--- config.mk ---
export PLATFORM = sky130hd
export DESIGN_NAME = sgr_seq
export DESIGN_NICKNAME = d
export VERILOG_FILES = /design/src/hdl/sgr_pkg.sv /design/src/hdl/sgr_seq.sv
export SDC_FILE = /design/constraint.sdc
export NUM_CORES = 1
export LEC_CHECK = 0
export ABC_CLOCK_PERIOD_IN_PS = 23100
export BUFFER_PORTS_ARGS = -buffer_cell sky130_fd_sc_hd__clkbuf_2
export CORE_AREA = 10 10 506 508
export CTS_CLUSTER_DIAMETER = 120
export DETAILED_ROUTE_END_ITERATION = 10
export DIE_AREA = 0 0 516 518
export GPL_ROUTABILITY_DRIVEN = 0
export SYNTH_ARGS = -nofsm -noshare
export SYNTH_HDL_FRONTEND = slang
export SYNTH_SLANG_ARGS = --single-unit
--- constraint.sdc ---
create_clock -name clk -period 23.1 [get_ports clk]
set_clock_uncertainty 0.1 [all_clocks]
set_input_delay 2.31 -clock clk [delete_from_list [all_inputs] [get_ports clk]]
set_output_delay 2.31 -clock clk [all_outputs]
set_load 0.01 [all_outputs]
--- src/hdl/sgr_pkg.sv ---
// sgr_pkg: request, record and result types plus request and status codes
// for the generation-tagged slot registry.
// No dependencies.
package sgr_pkg;

	localparam int CFG_W  = 5;
	localparam int MASK_W = 16;

	typedef logic [2:0] req_kind_t;
	typedef logic [1:0] status_t;

	localparam req_kind_t REQ_ALLOC   = 3'd0;
	localparam req_kind_t REQ_RELEASE = 3'd1;
	localparam req_kind_t REQ_BEAT    = 3'd2;
	localparam req_kind_t REQ_CLEAN   = 3'd3;
	localparam req_kind_t REQ_LIVE    = 3'd4;

	localparam status_t ST_OK        = 2'd0;
	localparam status_t ST_ERROR     = 2'd1;
	localparam status_t ST_FULL      = 2'd2;
	localparam status_t ST_NOT_FOUND = 2'd3;

	typedef struct packed {
		req_kind_t          req_type;
		logic [30:0]        owner_pid;
		logic [63:0]        owner_start_time;
		logic [63:0]        owner_boot_hash;
		logic [31:0]        mode_word;
		logic [63:0]        shm_epoch;
		logic [3:0]         handle_idx;
		logic [63:0]        handle_gen;
		logic [63:0]        heartbeat_value;
		logic [MASK_W-1:0]  alive_mask;
	} req_t;

	// one slot record as kept in the record memory
	typedef struct packed {
		logic [63:0] gen_tag;
		logic [31:0] mode;
		logic [30:0] pid;
		logic [63:0] beat;
		logic [63:0] shm_gen;
		logic [63:0] start;
		logic [63:0] boot;
	} rec_t;

	typedef struct packed {
		status_t     status;
		logic [3:0]  grant_idx;
		logic [63:0] grant_gen;
		logic [4:0]  count_out;
		logic [4:0]  active_count_out;
		logic [63:0] registry_generation_out;
	} res_t;

endpackage

--- src/hdl/sgr_seq.sv ---
// sgr_seq: request sequencer; walks slots one per cycle, owns the active
// flags, global generation and active count. Uses sgr_pkg, drives sgr_rec_mem.
module sgr_seq #(
	parameter int SLOTS = 16,
	parameter int IW    = 4
) (
	input  logic                       clk,
	input  logic                       arst_n,
	input  logic [sgr_pkg::CFG_W-1:0]  cfg_slots,
	input  logic                       in_valid,
	output logic                       in_ready,
	input  sgr_pkg::req_t              in_req,
	output logic                       res_valid,
	input  logic                       res_ready,
	output sgr_pkg::res_t              res,
	output logic                       mem_we,
	output logic [IW-1:0]              mem_waddr,
	output sgr_pkg::rec_t              mem_wdata,
	output logic [IW-1:0]              mem_raddr,
	input  sgr_pkg::rec_t              mem_rdata
);
	import sgr_pkg::*;

	localparam int CW  = IW + 1;
	localparam int ACW = (SLOTS > 1) ? $clog2(SLOTS + 1) : 1;

	localparam logic [2:0] S_IDLE = 3'd0;
	localparam logic [2:0] S_WALK = 3'd1;
	localparam logic [2:0] S_RD   = 3'd2;
	localparam logic [2:0] S_CHK  = 3'd3;
	localparam logic [2:0] S_DONE = 3'd4;

	logic [2:0]       state_q, state_d;
	logic [SLOTS-1:0] active_q, active_d;
	logic [63:0]      gen_q, gen_d;
	logic [ACW-1:0]   act_cnt_q, act_cnt_d;
	req_t             req_q, req_d;
	logic [CW-1:0]    idx_q, idx_d;
	logic [4:0]       tally_q, tally_d;
	status_t          status_q, status_d;
	logic [3:0]       gidx_q, gidx_d;
	logic [63:0]      ggen_q, ggen_d;

	logic [4:0]       n_used;
	logic [6:0]       idx7;
	logic [IW-1:0]    cur;
	logic [IW-1:0]    sidx;
	logic             walk_end;
	logic             alive;
	logic [63:0]      gen_inc;
	logic [ACW-1:0]   act_dec;
	rec_t             clear_rec;
	rec_t             alloc_rec;
	rec_t             beat_rec;

	// slots_in_use above SLOTS acts as SLOTS
	assign n_used   = (7'(cfg_slots) > 7'(SLOTS)) ? 5'(SLOTS) : cfg_slots;
	assign idx7     = 7'(idx_q);
	assign cur      = idx_q[IW-1:0];
	assign sidx     = IW'(req_q.handle_idx);
	assign walk_end = idx7 >= 7'(n_used);
	// slots past the mask width count as dead
	assign alive    = (idx7 < 7'(MASK_W)) && req_q.alive_mask[idx7[3:0]];
	assign gen_inc  = gen_q + 64'd1;
	assign act_dec  = (act_cnt_q != '0) ? act_cnt_q - ACW'(1) : act_cnt_q;

	always_comb begin
		clear_rec         = '0;
		clear_rec.gen_tag = gen_inc;
		alloc_rec         = '0;
		alloc_rec.gen_tag = gen_inc;
		alloc_rec.mode    = req_q.mode_word;
		alloc_rec.pid     = req_q.owner_pid;
		alloc_rec.beat    = gen_inc;
		alloc_rec.shm_gen = req_q.shm_epoch;
		alloc_rec.start   = req_q.owner_start_time;
		alloc_rec.boot    = req_q.owner_boot_hash;
		beat_rec          = mem_rdata;
		beat_rec.beat     = req_q.heartbeat_value;
	end

	always_comb begin
		state_d   = state_q;
		active_d  = active_q;
		gen_d     = gen_q;
		act_cnt_d = act_cnt_q;
		req_d     = req_q;
		idx_d     = idx_q;
		tally_d   = tally_q;
		status_d  = status_q;
		gidx_d    = gidx_q;
		ggen_d    = ggen_q;
		mem_we    = 1'b0;
		mem_waddr = cur;
		mem_wdata = clear_rec;
		mem_raddr = sidx;

		unique case (state_q)
			S_IDLE: begin
				if (in_valid) begin
					req_d    = in_req;
					idx_d    = '0;
					tally_d  = '0;
					gidx_d   = '0;
					ggen_d   = '0;
					status_d = ST_ERROR;
					state_d  = S_DONE;
					if (n_used != '0) begin
						unique case (in_req.req_type)
							REQ_ALLOC: begin
								if (in_req.owner_pid != '0 && in_req.owner_start_time != '0 &&
								    in_req.owner_boot_hash != '0 && in_req.mode_word != '0) begin
									state_d = S_WALK;
								end
							end
							REQ_RELEASE, REQ_BEAT: begin
								if (in_req.handle_gen != '0 &&
								    (in_req.req_type != REQ_BEAT ||
								     in_req.heartbeat_value != '0)) begin
									if ({1'b0, in_req.handle_idx} >= n_used) begin
										status_d = ST_NOT_FOUND;
									end else begin
										state_d = S_RD;
									end
								end
							end
							REQ_CLEAN, REQ_LIVE: state_d = S_WALK;
							default: ;
						endcase
					end
				end
			end
			S_WALK: begin
				if (walk_end) begin
					status_d = (req_q.req_type == REQ_ALLOC) ? ST_FULL : ST_OK;
					state_d  = S_DONE;
				end else begin
					idx_d = idx_q + CW'(1);
					unique case (req_q.req_type)
						REQ_ALLOC: begin
							if (!active_q[cur]) begin
								mem_we        = 1'b1;
								mem_wdata     = alloc_rec;
								active_d[cur] = 1'b1;
								gen_d         = gen_inc;
								act_cnt_d     = act_cnt_q + ACW'(1);
								gidx_d        = 4'(idx_q);
								ggen_d        = gen_inc;
								status_d      = ST_OK;
								state_d       = S_DONE;
							end
						end
						REQ_CLEAN: begin
							if (active_q[cur] && !alive) begin
								mem_we        = 1'b1;
								active_d[cur] = 1'b0;
								gen_d         = gen_inc;
								act_cnt_d     = act_dec;
								tally_d       = tally_q + 5'd1;
							end
						end
						default: begin
							if (active_q[cur] && alive) begin
								tally_d = tally_q + 5'd1;
							end
						end
					endcase
				end
			end
			S_RD: state_d = S_CHK;
			S_CHK: begin
				status_d  = ST_NOT_FOUND;
				state_d   = S_DONE;
				mem_waddr = sidx;
				if (active_q[sidx] && mem_rdata.gen_tag == req_q.handle_gen) begin
					status_d = ST_OK;
					mem_we   = 1'b1;
					if (req_q.req_type == REQ_RELEASE) begin
						active_d[sidx] = 1'b0;
						gen_d          = gen_inc;
						act_cnt_d      = act_dec;
					end else begin
						mem_wdata = beat_rec;
					end
				end
			end
			S_DONE: begin
				if (res_ready) begin
					state_d = S_IDLE;
				end
			end
			default: state_d = S_IDLE;
		endcase
	end

	always_ff @(posedge clk or negedge arst_n) begin
		if (!arst_n) begin
			state_q   <= S_IDLE;
			active_q  <= '0;
			gen_q     <= '0;
			act_cnt_q <= '0;
		end else begin
			state_q   <= state_d;
			active_q  <= active_d;
			gen_q     <= gen_d;
			act_cnt_q <= act_cnt_d;
		end
	end

	always_ff @(posedge clk) begin
		req_q    <= req_d;
		idx_q    <= idx_d;
		tally_q  <= tally_d;
		status_q <= status_d;
		gidx_q   <= gidx_d;
		ggen_q   <= ggen_d;
	end

	assign in_ready  = (state_q == S_IDLE);
	assign res_valid = (state_q == S_DONE);

	always_comb begin
		res.status                  = status_q;
		res.grant_idx               = gidx_q;
		res.grant_gen               = ggen_q;
		res.count_out               = tally_q;
		res.active_count_out        = 5'(act_cnt_q);
		res.registry_generation_out = gen_q;
	end

endmodule

==> reports/qor.txt <==
outcome - complete, no violations
Post-Syn Nets - 2917
Sink Count - 574
first-pass GRT wire length - 308000 um
CP Buf/Inv Count - 5
RSZ-0062 raised after global routing - false
pre-CTS WS - 13130 ps
Worst VDD drop - 63.5 uV
Setup violations, final - 0
R2R Path End - ggen_q[21]
CTS resizes - 0
CP Data Required Time - 20690 ps
top cell type's share of synthesized area - 54.8%
Hold Vio Cnt, Final - 0
Vias per Instance - 3.89
Synth cell types - 64
I/O pin count - 1336
Synth Instances - 2102
CP delay by family, top - buffers and inverters
commonest cells in the netlist - 486 x edfxtp_1, 256 x a22o_1, 170 x nor2_1, 170 x xor2_1, 110 x nor4_1
initial antenna violation count - 137
Slew @ Worst Pin - 1200 ps
WS Path Type - input pin to output port
Area growth, synth to finish - 48.0%
worst reg2reg path depth - 11
routed len/inst - 37.8 um
Slew HR - 19.5%
antenna viol nets, final - 0
TritonCTS clock tree - yes
Cell Pwr Density - 91.6 nW/um^2
vias in the first global route - 25735
clock tree buffer depth - 3
crit path cell chain - clkbuf_2 -> xor2_1 -> nor4_1 -> nand4_1 -> nor4_2 -> buf_4 -> and4_4 -> buf_4 -> buf_4 -> nand2_1 -> o21ai_0 -> clkbuf_2
Root Buffer - clkbuf_16
number of DRC markers in iteration 0 - 2950
period utilization - 42.2%
synthesized area - 26600 sq um
Post-CTS Hold Buffers - 0
CTS Buf Count - 77
setup_tns - 0 ps
die height - 518 um
Yosys warning count - 0
Worst Hold Depth - 1
minimum clock period - 9750 ps
most area-consuming cells after synthesis - edfxtp_1 55%, a22o_1 8.4%, dfrtp_1 8.3%, xor2_1 5.6%, nor4_1 2.6%
row cnt - 182
final cell count without fillers - 6674
Initial DRT Pass Iterations - 6
vias - 25949
area of the die - 267000 sq um
Post-Route WL - 252000 um
CP max stage cell - buf_4
# fillers - 27419
Avg Inst Size Synth - 12.7 sq um
multi-input logic area - 9150 sq um
smallest setup slack after layout - 13350 ps
worst min path class - flip-flop to flip-flop
R2R Path Start - idx_q[0]
postcts setup bufs - 0
Core Box Area - 245000 sq um
Clock Pin Slew Worst Setup and Hold Paths - 60 ps
GR Util All Layers - 18.0%
Skew-Pair Late Insertion Delay - 730 ps
max cap viols - 0
fin util - 16.0%
Critical Path Max Stage Delay - 860 ps
dpl cells - 6480
post-detail-place hpwl - 224000 um
CP dominant cell by count - buf_4
layout cells sized above 1 - 42.6%
H-Tree Depth - 3
area leader, netlist - edfxtp_1
source of the worst hold timing path - gen_q[63]
Crit. End Element - output port
top_reg_cell synth - edfxtp_1
Post-synth EDFFs - 486
register area share after synthesis - 63.1%
port bufs - 1271
drt drc - 0
pin count of the biggest net entering global routing - 128
WP data arrival - 7340 ps
Initial Util - 10.8%
count leader, synth - edfxtp_1
P_leak - 16.0 nW
die width - 516 um
register-to-register setup slack - 17900 ps
Congestion Overflow GR - 0
Hold EP - gen_q[63]
ys async rst share - 15.3%
max-slew violations - 0
maximum clock frequency - 103 MHz
Register Area - 16800 sq um
Final #Nets - 4154
critical path startpoint category - input pin
crit path max fanout - 77
Yosys reg bits - 574
==> area by class of cell <==
type	instances	share of cell area, %
multi-input cells	1360	23.2
diodes	51	0.324
well taps	3220	10.2
inverters	21	0.219
clock inverters	46	1.27
flip-flops and latches	574	42.7
clock buffers	97	5.21
repair buffers	1305	16.8
==> kinds of logic (layout without fill, tap and decap cells) <==
kind of cell | count (synthesis) | count (layout) | synth area share [%]
mux | 25 | 25 | 1.34
other cells | 0 | 51 | 0
fa+ha+maj | 17 | 17 | 0.799
compound gates | 516 | 516 | 14.3
xor+xnor | 197 | 197 | 6.48
simple gates | 605 | 605 | 11.2
buf+inv | 168 | 1469 | 2.80
flops | 574 | 574 | 63.1
==> report_power, final <==
group          leakage [nW]  internal, mW  total [mW]  switching, mW
combinational          8.97         0.212       0.787          0.575
sequential             5.79          1.44        1.59          0.146
clock                  1.23         0.691        1.23          0.540
==> metrics by stage <==
step | hold WS [ps] | area, sq um | power (mW)
6_report | 422 | 39400 | 3.61
5_1_grt | 446 | 39300 | 3.74
4_1_cts | 420 | 39200 | 3.65
3_5_place_dp | 410 | 36700 | 2.41
3_3_place_gp | 399 | 36700 | 2.39
2_1_floorplan | 405 | 26600 | 2.02
==> placed cells by master, fill, tap and decap left out, drive strengths merged, types with 3 or more instances in the layout <==
| master | count |
|---|---|
| xnor2 | 27 |
| clkinv | 25 |
| mux2i | 15 |
| nor4 | 111 |
| xor2 | 170 |
| nor2 | 170 |
| clkinvlp | 5 |
| or2 | 3 |
| a31oi | 6 |
| and4 | 8 |
| a211oi | 3 |
| edfxtp | 486 |
| o31ai | 35 |
| a32oi | 7 |
| o21ai | 82 |
| bufinv | 4 |
| nand2b | 4 |
| nor2b | 9 |
| a22oi | 12 |
| buf | 35 |
| inv | 33 |
| and3 | 12 |
| nor3 | 72 |
| o22ai | 3 |
| and2 | 7 |
| nand3 | 52 |
| diode | 51 |
| clkbuf | 1367 |
| dfrtp | 88 |
| a22o | 256 |
| nand4 | 39 |
| a21oi | 94 |
| mux4 | 8 |
| nor3b | 5 |
| ha | 17 |
| nand2 | 108 |
==> how the worst max path moves through the flow <==
stage | from | endpoint | slack, ps | depth (start not counted)
after floorplan | in_valid | alloc_rec[0] | 12050 | 2
after global placement | mem_rdata[374] | mem_wdata[224] | 13070 | 12
after detailed placement | mem_rdata[374] | mem_wdata[224] | 13130 | 12
after CTS | mem_rdata[374] | mem_wdata[224] | 13130 | 12
after global routing | cfg_slots[4] | mem_wdata[55] | 13050 | 14
final | mem_rdata[374] | mem_wdata[229] | 13350 | 12
==> routing by layer <==
metal,track usage (%),wire (um),up-vias,part of all wire (%)
met3,9.00,32500,406,13
met1,19.5,90100,12881,36
met5,0,132,-,0.052
met2,30.1,120000,1946,47
met4,6.26,9780,18,3.9
li1,-,-,10698,-
==> sequential cells by signal, indices dropped and copies added, names as in the netlist, named ones only <==
signal     count
act_cnt_q      5
alloc_rec    255
beat_rec      64
gen_q         64
ggen_q        64
gidx_q         4
idx_q          5
mem_raddr      4
req_q         83
state_q        3
status_q       2
tally_q        5
Note: power is estimated with default switching activity, not from simulation.
